--- config.mk ---
export PLATFORM = sky130hd
export DESIGN_NAME = tpw_mac
export DESIGN_NICKNAME = d
export VERILOG_FILES = /design/src/hdl/tag_pose_to_world_error_assert.svh /design/src/hdl/tpw_pkg.sv /design/src/hdl/tpw_mac.sv
export SDC_FILE = /design/constraint.sdc
export NUM_CORES = 2
export LEC_CHECK = 0
export ABC_AREA = 1
export BUFFER_PORTS_ARGS = -buffer_cell sky130_fd_sc_hd__buf_4
export CAP_MARGIN = 30
export CORE_AREA = 10 10 252 254
export CTS_BUF_LIST = sky130_fd_sc_hd__clkbuf_4
export DETAILED_ROUTE_END_ITERATION = 10
export DIE_AREA = 0 0 262 264
export PLACE_DENSITY = 0.73
export SYNTH_ARGS = -nofsm -noshare
export SYNTH_HDL_FRONTEND = slang
export SYNTH_SLANG_ARGS = --single-unit
--- constraint.sdc ---
create_clock -name clk -period 16.8 [get_ports clk]
set_input_delay 3.36 -clock clk [delete_from_list [all_inputs] [get_ports clk]]
set_output_delay 3.36 -clock clk [all_outputs]
set_load 0.01 [all_outputs]
--- src/hdl/tag_pose_to_world_error_assert.svh ---
// ---------------------------------------------------------------------------
// Assertion macros for the tag pose to world block
// Concurrent checks that vanish when SYNTHESIS is defined.
// ---------------------------------------------------------------------------
`ifndef TAG_POSE_TO_WORLD_ERROR_ASSERT_SVH
`define TAG_POSE_TO_WORLD_ERROR_ASSERT_SVH

`ifndef SYNTHESIS
// expr must hold at every edge outside reset
`define TPW_ASSERT_ALWAYS(lbl, clk, rst, expr) \
  lbl: assert property (@(posedge clk) disable iff (rst) (expr)) \
    else $error("assertion failed");
// cause in one cycle implies effect in the next
`define TPW_ASSERT_NEXT(lbl, clk, rst, cause, effect) \
  lbl: assert property (@(posedge clk) disable iff (rst) (cause) |=> (effect)) \
    else $error("assertion failed");
`else
`define TPW_ASSERT_ALWAYS(lbl, clk, rst, expr)
`define TPW_ASSERT_NEXT(lbl, clk, rst, cause, effect)
`endif

`endif

--- src/hdl/tpw_pkg.sv ---
// ---------------------------------------------------------------------------
// tpw_pkg
// Shared widths, codes and helpers of the tag pose to world block.
// ---------------------------------------------------------------------------
package tpw_pkg;

  localparam int QW    = 16;  // quaternion component
  localparam int PW    = 32;  // Q16.16 position
  localparam int MW    = 34;  // rotation matrix entry, Q6.28 scaled by |q|^2
  localparam int BW    = 17;  // multiplier narrow operand
  localparam int PRW   = MW + BW;
  localparam int ACCW  = 70;  // numerator accumulator
  localparam int NW    = 33;  // |q|^2
  localparam int RW    = 42;  // rotated coordinate after clamp
  localparam int EW    = 31;  // error field
  localparam int NPROD = 10;

  // quaternion product slots
  localparam logic [3:0] P_WW = 4'd0;
  localparam logic [3:0] P_II = 4'd1;
  localparam logic [3:0] P_JJ = 4'd2;
  localparam logic [3:0] P_KK = 4'd3;
  localparam logic [3:0] P_IJ = 4'd4;
  localparam logic [3:0] P_IK = 4'd5;
  localparam logic [3:0] P_JK = 4'd6;
  localparam logic [3:0] P_WI = 4'd7;
  localparam logic [3:0] P_WJ = 4'd8;
  localparam logic [3:0] P_WK = 4'd9;

  // configuration register indexes
  localparam logic [1:0] REG_WALL   = 2'd0;
  localparam logic [1:0] REG_DEPTH  = 2'd1;
  localparam logic [1:0] REG_HEIGHT = 2'd2;

  localparam logic [31:0] WALL_RESET   = 32'd196608;
  localparam logic [31:0] DEPTH_RESET  = 32'd7209;
  localparam logic [31:0] HEIGHT_RESET = 32'd196608;

  typedef struct packed {
    logic issue;  // product goes to the accumulator
    logic clr;    // first term of a sum
    logic shl;    // product weighs 2^16
  } mac_ctl_t;

  // saturate a 43-bit signed value to 32 bits
  function automatic logic [31:0] sat32(input logic [42:0] v);
    logic [31:0] r;
    if (v[42:31] == {12{v[42]}}) begin
      r = v[31:0];
    end else if (v[42]) begin
      r = 32'h8000_0000;
    end else begin
      r = 32'h7FFF_FFFF;
    end
    return r;
  endfunction

  // absolute value of a 33-bit signed difference, saturated to 31 bits
  function automatic logic [EW-1:0] abs_sat(input logic [32:0] d);
    logic [32:0] m;
    logic [EW-1:0] r;
    m = d[32] ? (33'd0 - d) : d;
    if (m[32:31] != 2'b00) begin
      r = {EW{1'b1}};
    end else begin
      r = m[EW-1:0];
    end
    return r;
  endfunction

endpackage

--- src/hdl/tpw_mac.sv ---
// ---------------------------------------------------------------------------
// tpw_mac
// Shared 34x17 signed multiplier with a registered product and accumulator.
// ---------------------------------------------------------------------------
module tpw_mac (
  input  logic                              clk,
  input  logic                              rst,
  input  tpw_pkg::mac_ctl_t                 ctl,
  input  logic signed [tpw_pkg::MW-1:0]     a,
  input  logic signed [tpw_pkg::BW-1:0]     b,
  output logic signed [tpw_pkg::PRW-1:0]    prod,
  output logic signed [tpw_pkg::ACCW-1:0]   acc
);

  tpw_pkg::mac_ctl_t            ctl_q;
  logic signed [tpw_pkg::ACCW-1:0] addend;
  logic signed [tpw_pkg::ACCW-1:0] base;

  always_ff @(posedge clk) begin
    prod <= a * b;
  end

  always_comb begin
    if (ctl_q.shl) begin
      addend = {{(tpw_pkg::ACCW-tpw_pkg::PRW-16){prod[tpw_pkg::PRW-1]}}, prod, 16'd0};
    end else begin
      addend = {{(tpw_pkg::ACCW-tpw_pkg::PRW){prod[tpw_pkg::PRW-1]}}, prod};
    end
    base = ctl_q.clr ? '0 : acc;
  end

  always_ff @(posedge clk) begin
    if (rst) begin
      ctl_q <= '0;
    end else begin
      ctl_q <= ctl;
    end
    if (ctl_q.issue) begin
      acc <= base + addend;
    end
  end

endmodule

==> impl_metrics.py <==
metrics = {
    "outcome": {
        "outcome": "completed",
    },
    "clock_network": {
        "h-tree-depth": 4,
        "ctsResizeCount": 0,
        "clk_path_buf_depth": 2,
        "cts_tree": "done",
        "numCtsBuffers": 17,
        "clkTransAtPathRegs_ps": 130,
        "clk-insertion-delay-late_ps": 650,
        "cts_setup_buffers": 0,
        "ctsHoldBuffers": 0,
        "clkSinkCount": 124,
        "clock-root-buffer": "clkbuf_4",
    },
    "sta": {
        "rsz0062_at_grt": "false",
        "tns_ps": 0,
        "finalSetupViolCount": 0,
        "report.final.hold_viol_count": 0,
        "fmax_ghz": 0.1182,
        "slew_headroom_pct": 44.26,
        "setup_ws_ps": 8343,
        "tightest_slew_ps": 833.6,
        "hold_ws_ps": 629.3,
        "fin_skew_ps": 37.17,
        "min_period_over_period_pct": 50.34,
        "period_needed_ps": 8457,
        "slew_violations": 0,
    },
    "placement": {
        "dp_hpwl_um": 86220,
        "dp_cells": 5424,
        "post-place-ws_ps": 7695,
        "place_congestion": 1.037,
        "portBuffers": 176,
    },
    "synth": {
        "synth.avg_cell_area_sq_um": 6.890,
        "synth.most_common_cell": "nand2_1",
        "synth_cells": 4623,
        "synth_area_leaders": "fa_1, nand2_1, inv_1",
        "synth_seq_area_share_pct": 9.993,
        "postSynth.asyncResetShare_pct": 0,
        "ys_ff_latch": 124,
        "syn_nets": 5419,
        "synth_top_area_share_pct": 34.69,
        "synth_ff_type": "edfxtp_1",
        "synth_area_sq_um": 31850,
        "synth.largest_area_cell": "fa_1",
        "synthDistinctLibCells": 31,
        "yosys-top-cells-count": "nand2_1, inv_1, fa_1",
        "synth-edff-count": 70,
        "ys_warn_count": 0,
    },
    "floorplanning": {
        "core_area_sq_um": 58460,
        "num_rows": 89,
        "fp.dieW_um": 262,
        "io_pins": 177,
        "start_util_pct": 54.48,
        "die-area_sq_um": 69170,
        "die_y_um": 264,
    },
    "critical_path": {
        "worstPathRequired_ps": 17320,
        "path_common_cell": "fa_1",
        "crit_chain": "buf_4 > nand2_1 > fa_1 > inv_1 > fa_1 > inv_1 > fa_1 > inv_1 > fa_1 > inv_1 > fa_1 > inv_1 > fa_1 > ha_1 > nand2_1 > nor2_1 > nand2_1 > nor2_1 > nand3_1 > nand4_1 > nand2_1",
        "critPathMaxFanout": 34,
        "crit_slowest_cell": "fa_1",
        "crit_type": "primary input to flop",
        "path_buf_inv": 6,
        "start_kind": "primary input",
        "cpPeakStageDelay_ps": 690,
        "critPathCaptureType": "flop",
        "crit_family": "adder cells",
        "cp.arrival_ps": 8980,
    },
    "global_routing": {
        "grt_max_degree": 71,
        "grt-ovfl-total": 0,
        "track_usage_pct": 29.95,
        "antenna_found_initial": 1,
        "grt_pass1_vias": 29490,
        "grt_pass1_wl_um": 160900,
    },
    "drt": {
        "drt_first_iter_violations": 2532,
        "drtPass1Iterations": 6,
        "drtAntennaViolNets": 0,
        "drc": 0,
        "routedWlPerCell_um": 18.72,
        "vias": 28400,
        "finalWirelength_um": 102200,
        "vias_per_cell": 5.203,
    },
    "finish": {
        "stdcell_count": 5458,
        "synthToLayoutAreaGrowth_pct": 6.634,
        "drive_gt1_share_pct": 5.188,
        "final_nets": 5467,
    },
    "flow_run": {
        "max_cap_violations": 0,
    },
    "hold_path": {
        "hold_path_class": "flop to flop",
    },
}
## flip-flops by register name (all words and copies together), names as in the netlist
register,cells
prod,51
ctl_q,3
acc,70
## cell families (layout without fill, tap and decap cells)
family                     count (synthesis)  count (layout)  synth area share, %
adders and majority gates                740             740                42.08
and+or+nand+nor                         1959            1959                24.26
AOI/OAI and AO/OA                        256             256                4.262
DFF                                      124             124                9.993
buffers and inverters                   1467            1528                17.29
xor gates and xnor gates                  77              77                2.117
other                                      0               1                    0
## area by class of cell
type / instances / area, sq um
fillers: 5647 / 24500
multi-input cells: 3032 / 23160
inverters: 1312 / 4925
flip-flops and latches: 124 / 3186
repair buffers: 184 / 1401
well taps: 773 / 967.2
clock inverters: 15 / 195.2
clock buffers: 17 / 127.6
diodes: 1 / 2.502
## final timing paths
| kind | startpoint | endpoint | slack, ps | depth (start not counted) |
|---|---|---|---|---|
| worst min-delay path | ctl_q[2]$_SDFF_PP0_ | acc[5]$_DFFE_PP_ | 630 | 1 |
| worst max register to register | ctl_q[0]$_SDFF_PP0_ | acc[66]$_DFFE_PP_ | 12700 | 15 |
| worst min register to register | ctl_q[2]$_SDFF_PP0_ | acc[5]$_DFFE_PP_ | 630 | 1 |
| worst max-delay path | b[5] | prod[48]$_DFF_P_ | 8340 | 21 |
## routing by layer
layer  GRT usage, %  routed length [um]
met1          37.35               40190
met2          51.01               49070
met3          3.270                7694
met4          14.34                5218
met5              0                   0
## per-stage QoR
step | cell area [sq um] | utilization, %
floorplan | 31850 | -
global route | 33970 | 58.10
global placement | 33610 | 57.50
CTS | 33940 | 58.05
detailed placement | 33610 | 57.50
finish | 33970 | 58.10
## cell usage in the layout, fill, tap and decap left out, drive strengths merged, types with 5 or more instances in the layout
| master | count |
|---|---|
| clkinv | 6 |
| o21bai | 21 |
| fa | 552 |
| nand3 | 113 |
| and2 | 5 |
| ha | 188 |
| dfxtp | 54 |
| or2 | 5 |
| xor2 | 61 |
| clkbuf | 17 |
| a21oi | 121 |
| nand2 | 1415 |
| nor2 | 357 |
| xnor2 | 16 |
| o21ai | 105 |
| buf | 184 |
| inv | 1315 |
| nor3 | 16 |
| nand4 | 39 |
| nor4 | 8 |
| edfxtp | 70 |
## worst reg2reg max path, delay by kind of cell, from the launching register on
kind / cells / cell delay [ps]
fa+ha+maj: 1 / 470
buf+inv: 4 / 960
flops: 1 / 330
compound gates: 1 / 180
simple gates: 9 / 1950
Power is left out: the tool's default activity adds up to more than one toggle a clock period on the data nets, which glitch-free logic cannot reach.
