$ cat config.mk
export PLATFORM = sky130hd
export DESIGN_NAME = tpw_div
export DESIGN_NICKNAME = d
export VERILOG_FILES = /design/src/hdl/tag_pose_to_world_error_assert.svh /design/src/hdl/tpw_pkg.sv /design/src/hdl/tpw_div.sv
export SDC_FILE = /design/constraint.sdc
export NUM_CORES = 1
export LEC_CHECK = 0
export BUFFER_PORTS_ARGS = -buffer_cell sky130_fd_sc_hd__buf_2
export CORE_ASPECT_RATIO = 1.4
export CORE_UTILIZATION = 35
export DETAILED_ROUTE_END_ITERATION = 8
export GPL_TIMING_DRIVEN = 0
export PLACE_DENSITY = 0.53
export SETUP_SLACK_MARGIN = 0.2
export SLEW_MARGIN = 15
export SYNTH_ARGS = -nofsm -noshare
export SYNTH_HDL_FRONTEND = slang
export SYNTH_SLANG_ARGS = --single-unit
$ cat constraint.sdc
create_clock -name clk -period 8.4 [get_ports clk]
set_input_delay 2.1 -clock clk [delete_from_list [all_inputs] [get_ports clk]]
set_output_delay 2.1 -clock clk [all_outputs]
set_load 0.02 [all_outputs]
$ cat src/hdl/tag_pose_to_world_error_assert.svh
// ---------------------------------------------------------------------------
// Assertion macros for the tag pose to world block
// Concurrent checks that vanish when SYNTHESIS is defined.
// ---------------------------------------------------------------------------
`ifndef TAG_POSE_TO_WORLD_ERROR_ASSERT_SVH
`define TAG_POSE_TO_WORLD_ERROR_ASSERT_SVH

`ifndef SYNTHESIS
// expr must hold at every edge outside reset
`define TPW_ASSERT_ALWAYS(lbl, clk, rst, expr) \
  lbl: assert property (@(posedge clk) disable iff (rst) (expr)) \
    else $error("assertion failed");
// cause in one cycle implies effect in the next
`define TPW_ASSERT_NEXT(lbl, clk, rst, cause, effect) \
  lbl: assert property (@(posedge clk) disable iff (rst) (cause) |=> (effect)) \
    else $error("assertion failed");
`else
`define TPW_ASSERT_ALWAYS(lbl, clk, rst, expr)
`define TPW_ASSERT_NEXT(lbl, clk, rst, cause, effect)
`endif

`endif

$ cat src/hdl/tpw_pkg.sv
// ---------------------------------------------------------------------------
// tpw_pkg
// Shared widths, codes and helpers of the tag pose to world block.
// ---------------------------------------------------------------------------
package tpw_pkg;

  localparam int QW    = 16;  // quaternion component
  localparam int PW    = 32;  // Q16.16 position
  localparam int MW    = 34;  // rotation matrix entry, Q6.28 scaled by |q|^2
  localparam int BW    = 17;  // multiplier narrow operand
  localparam int PRW   = MW + BW;
  localparam int ACCW  = 70;  // numerator accumulator
  localparam int NW    = 33;  // |q|^2
  localparam int RW    = 42;  // rotated coordinate after clamp
  localparam int EW    = 31;  // error field
  localparam int NPROD = 10;

  // quaternion product slots
  localparam logic [3:0] P_WW = 4'd0;
  localparam logic [3:0] P_II = 4'd1;
  localparam logic [3:0] P_JJ = 4'd2;
  localparam logic [3:0] P_KK = 4'd3;
  localparam logic [3:0] P_IJ = 4'd4;
  localparam logic [3:0] P_IK = 4'd5;
  localparam logic [3:0] P_JK = 4'd6;
  localparam logic [3:0] P_WI = 4'd7;
  localparam logic [3:0] P_WJ = 4'd8;
  localparam logic [3:0] P_WK = 4'd9;

  // configuration register indexes
  localparam logic [1:0] REG_WALL   = 2'd0;
  localparam logic [1:0] REG_DEPTH  = 2'd1;
  localparam logic [1:0] REG_HEIGHT = 2'd2;

  localparam logic [31:0] WALL_RESET   = 32'd196608;
  localparam logic [31:0] DEPTH_RESET  = 32'd7209;
  localparam logic [31:0] HEIGHT_RESET = 32'd196608;

  typedef struct packed {
    logic issue;  // product goes to the accumulator
    logic clr;    // first term of a sum
    logic shl;    // product weighs 2^16
  } mac_ctl_t;

  // saturate a 43-bit signed value to 32 bits
  function automatic logic [31:0] sat32(input logic [42:0] v);
    logic [31:0] r;
    if (v[42:31] == {12{v[42]}}) begin
      r = v[31:0];
    end else if (v[42]) begin
      r = 32'h8000_0000;
    end else begin
      r = 32'h7FFF_FFFF;
    end
    return r;
  endfunction

  // absolute value of a 33-bit signed difference, saturated to 31 bits
  function automatic logic [EW-1:0] abs_sat(input logic [32:0] d);
    logic [32:0] m;
    logic [EW-1:0] r;
    m = d[32] ? (33'd0 - d) : d;
    if (m[32:31] != 2'b00) begin
      r = {EW{1'b1}};
    end else begin
      r = m[EW-1:0];
    end
    return r;
  endfunction

endpackage

$ cat src/hdl/tpw_div.sv
// ---------------------------------------------------------------------------
// tpw_div
// Restoring divider, one quotient bit a cycle, rounds half away from zero.
// ---------------------------------------------------------------------------
module tpw_div (
  input  logic                             clk,
  input  logic                             rst,
  input  logic                             start,
  input  logic signed [tpw_pkg::ACCW-1:0]  num,
  input  logic [tpw_pkg::NW-1:0]           den,
  output logic                             done,
  output logic signed [tpw_pkg::RW-1:0]    quo
);

  localparam logic [6:0] STEPS = 7'(tpw_pkg::ACCW);
  localparam logic [40:0] QMAX = 41'h100_0000_0000;

  logic                          run;
  logic [6:0]                    cnt;
  logic                          neg;
  logic [tpw_pkg::ACCW-1:0]      sh;
  logic [tpw_pkg::NW-1:0]        rem;
  logic [tpw_pkg::NW-1:0]        dvs;
  logic [tpw_pkg::ACCW-1:0]      mag;
  logic [tpw_pkg::NW:0]          trial;
  logic                          fits;
  logic [40:0]                   qmag;

  always_comb begin
    mag   = num[tpw_pkg::ACCW-1] ? ('0 - num) : num;
    trial = {rem, sh[tpw_pkg::ACCW-1]};
    fits  = (trial >= {1'b0, dvs});
    // clamp the magnitude to 2^40
    if (sh[tpw_pkg::ACCW-1:41] != '0 || sh[40:0] > QMAX) begin
      qmag = QMAX;
    end else begin
      qmag = sh[40:0];
    end
    quo = neg ? -$signed({1'b0, qmag}) : $signed({1'b0, qmag});
  end

  always_ff @(posedge clk) begin
    if (rst) begin
      run  <= 1'b0;
      done <= 1'b0;
      cnt  <= '0;
    end else begin
      done <= run && (cnt == 7'd1);
      if (start) begin
        run <= 1'b1;
        cnt <= STEPS;
      end else if (run) begin
        cnt <= cnt - 7'd1;
        if (cnt == 7'd1) begin
          run <= 1'b0;
        end
      end
    end
    if (start) begin
      neg <= num[tpw_pkg::ACCW-1];
      sh  <= mag + tpw_pkg::ACCW'(den >> 1);
      rem <= '0;
      dvs <= den;
    end else if (run) begin
      rem <= fits ? tpw_pkg::NW'(trial - {1'b0, dvs}) : trial[tpw_pkg::NW-1:0];
      sh  <= {sh[tpw_pkg::ACCW-2:0], fits};
    end
  end

endmodule

==> out/summary.txt <==
Outcome = finished, final reports clean
Clock power frac = 28.1%
Share of cells above drive strength 1 = 13.6%
Kind of critical path = reg -> out
Crit path from = sh[32]$_DFFE_PP_
Clk_lat worst skew = 450 ps
Leak = 6.07 nW
Most frequent cells in the layout = 166 x nand2_1, 144 x buf_2, 132 x nor2_1, 104 x edfxtp_1, 90 x a21oi_1
CTS Buf Count = 17
VDD IR max = 0.119 mV
Primary FF master, synth = edfxtp_1
Largest net degree at the start of global routing = 55
Final setup vio count = 0
Vias in the first global route = 13979
Post-synth EDFFs = 104
Setup TNS = 0 ps
Total wire length = 54200 um
Skew final = 11.8 ps
CTS root buffer = clkbuf_16
Drt pass-1 iters = 5
Vias/cell = 5.97
Comb power frac = 35.0%
DIE WIDTH = 170 um
F_max = 127 MHz
Crit. End Element = primary output
GRT Util Overall = 26.9%
Slew margin rel. = 17.6%
Syn Area/Cell = 8.21 um2
Number of max-cap violations = 0
CP startpoint kind = flop
Yosys warnings = 0
I/O Buffers = 140
#FFs+latches synth = 146
NumNets Final = 2026
FP Rows = 85
Worst-case clock buffer depth = 2
CTS tree = yes
HP Start = rem[11]$_SDFFE_PP0P_
RSZ-0062 raised after global routing = no
Core box area = 38700 um2
Syn Nets = 1866
Worst r2r src = sh[69]$_DFFE_PP_
Synth Cell Area = 13800 um2
CTS Sinks = 146
Initial DRC count = 969
Worst endpoint data arrival time = 5760 ps
Initial core utilization = 35.8%
Hold WS = 484 ps
DRC = 0
Net Sw Frac = 38.4%
Global-route congestion overflow total = 0
Final Cycle Share = 93.6%
Wire per inst = 22.8 um
Htree depth = 4
Die area = 40400 um2
Die height = 237 um
Hold depth = 2
P per Cell Area = 169 nW/um2
Post-synthesis sequential area ratio = 28.6%
Initial antenna violation count = 0
WP data required = 6300 ps
Sequential cell fraction of total power = 36.9%
Synth unique cells = 76
Mapped Cells = 1687
Gpl congestion = 0.959
Area Growth Syn to Fin = 14.5%
Vias = 14226
Most common cell after layout, fill and taps aside = nand2_1
Final hold violation count = 0
Dpl hpwl = 43500 um
Internal Pwr Total = 0.00165 W
FFs w/ async S/R, synth = 0%
Worst-margin pin slew = 1230 ps
First-pass GRT wire length = 80900 um
Post-route ant nets = 0
Clock Pin Slew Worst Setup and Hold Paths = 60 ps
Post-layout min period = 7860 ps
R2R cell count = 14
Min-delay worst type = reg -> reg
Post-CTS Setup Bufs = 0
NetSw = 0.00103 W
Hold buffer count at CTS = 0
Critical path peak fanout = 10
I/O pin total = 149
Max Slew Vio Count = 0
Antenna diode count = 0
[Yosys cell counts, drive strengths merged (22+ instances only)]
master / instances / area, um2
xnor2: 89 / 780
a211oi: 22 / 178
clkbuf: 74 / 278
or3: 41 / 257
o31ai: 46 / 350
nor3: 58 / 302
xor2: 54 / 473
o21ai: 80 / 400
and3: 26 / 163
a311oi: 38 / 333
edfxtp: 104 / 3120
nor4: 43 / 282
nand3: 55 / 275
inv: 74 / 278
nand4: 22 / 138
mux2: 33 / 372
a21oi: 90 / 450
dfxtp: 42 / 841
or4: 22 / 173
nand2: 167 / 627
ha: 71 / 888
nor2: 132 / 495
a21o: 31 / 233
[sequential cells by signal (all words and copies together) (netlist names)]
register,cells
cnt,7
done,1
dvs,33
neg,1
rem,33
run,1
sh,70
[power groups by stage]
stage,logic [W],clock network (W),registers (W)
3_5_place_dp,0.000922,0,0.00100
4_1_cts,0.000927,0.000765,0.000989
5_1_grt,0.00101,0.000792,0.00100
6_report,0.000938,0.000755,0.000991
2_1_floorplan,0.000621,0,0.000958
3_3_place_gp,0.000910,0,0.00100
[worst max-delay path, stage by stage (launching register included)]
cell and delay [ps]:
edfxtp_1 540, or4_1 640, or3_1 400, or4_1 580
o21ai_2 290, and2_1 220, clkbuf_2 260, nand2_1 120
ha_1 210, clkbuf_1 220, nand3_1 190, or3_1 210
nor3_1 100, a22oi_2 240, a21oi_1 210, clkbuf_1 290
a311oi_1 370, buf_2 230
[final cells by class]
| cell class | instances | area (um2) |
|---|---|---|
| Timing Repair Buffer | 141 | 728 |
| Multi-Input combinational cell | 1378 | 9310 |
| Buffer | 89 | 360 |
| Clock inverter | 8 | 65.1 |
| Sequential cell | 146 | 3960 |
| Clock buffer | 24 | 494 |
| Tap cell | 522 | 653 |
| Inverter | 74 | 278 |
| Fill cell | 4070 | 22900 |
[timing repair]
item	in CTS	in global routing
setup endpoints to repair	23	26
cloned	0	0
resized for setup	6	7
[final timing paths]
check | endpoint | slack, ps
setup reg to reg | rem[31]$_SDFFE_PP0P_ | 3610
hold reg to reg | rem[11]$_SDFFE_PP0P_ | 480
hold / removal | rem[11]$_SDFFE_PP0P_ | 480
setup / recovery | quo[14] | 540
[cells by family after synthesis]
family	Yosys count	share of synthesized area (%)
fa+ha+maj	73	6.70
compound gates	471	24.1
simple gates	654	24.0
buf+inv	163	4.56
mux	37	2.97
xor+xnor	143	9.04
flops	146	28.6
[metal layers]
layer / part of all wire, % / routed length (um) / global-route usage (%) / vias up
met5: 0 / 0 / 0 / -
met4: 7.6 / 4140 / 20.0 / 0
met3: 4.4 / 2360 / 3.65 / 168
met2: 53 / 28500 / 50.2 / 496
met1: 35 / 19200 / 26.7 / 6833
li1: - / - / - / 6729
[stage by stage]
stage | power (W) | util, % | worst slack [ps] | instances | area, um2
floorplan | 0.00158 | - | 1500 | 1687 | 13800
global placement | 0.00191 | 39.3 | -837 | 2349 | 15200
detailed placement | 0.00192 | 39.4 | -755 | 2350 | 15300
CTS | 0.00268 | 40.9 | 157 | 2382 | 15800
global route | 0.00281 | 41.0 | 263 | 2382 | 15900
finish | 0.00268 | 41.0 | 539 | 2382 | 15900
Note: power is estimated with default switching activity, not from simulation.
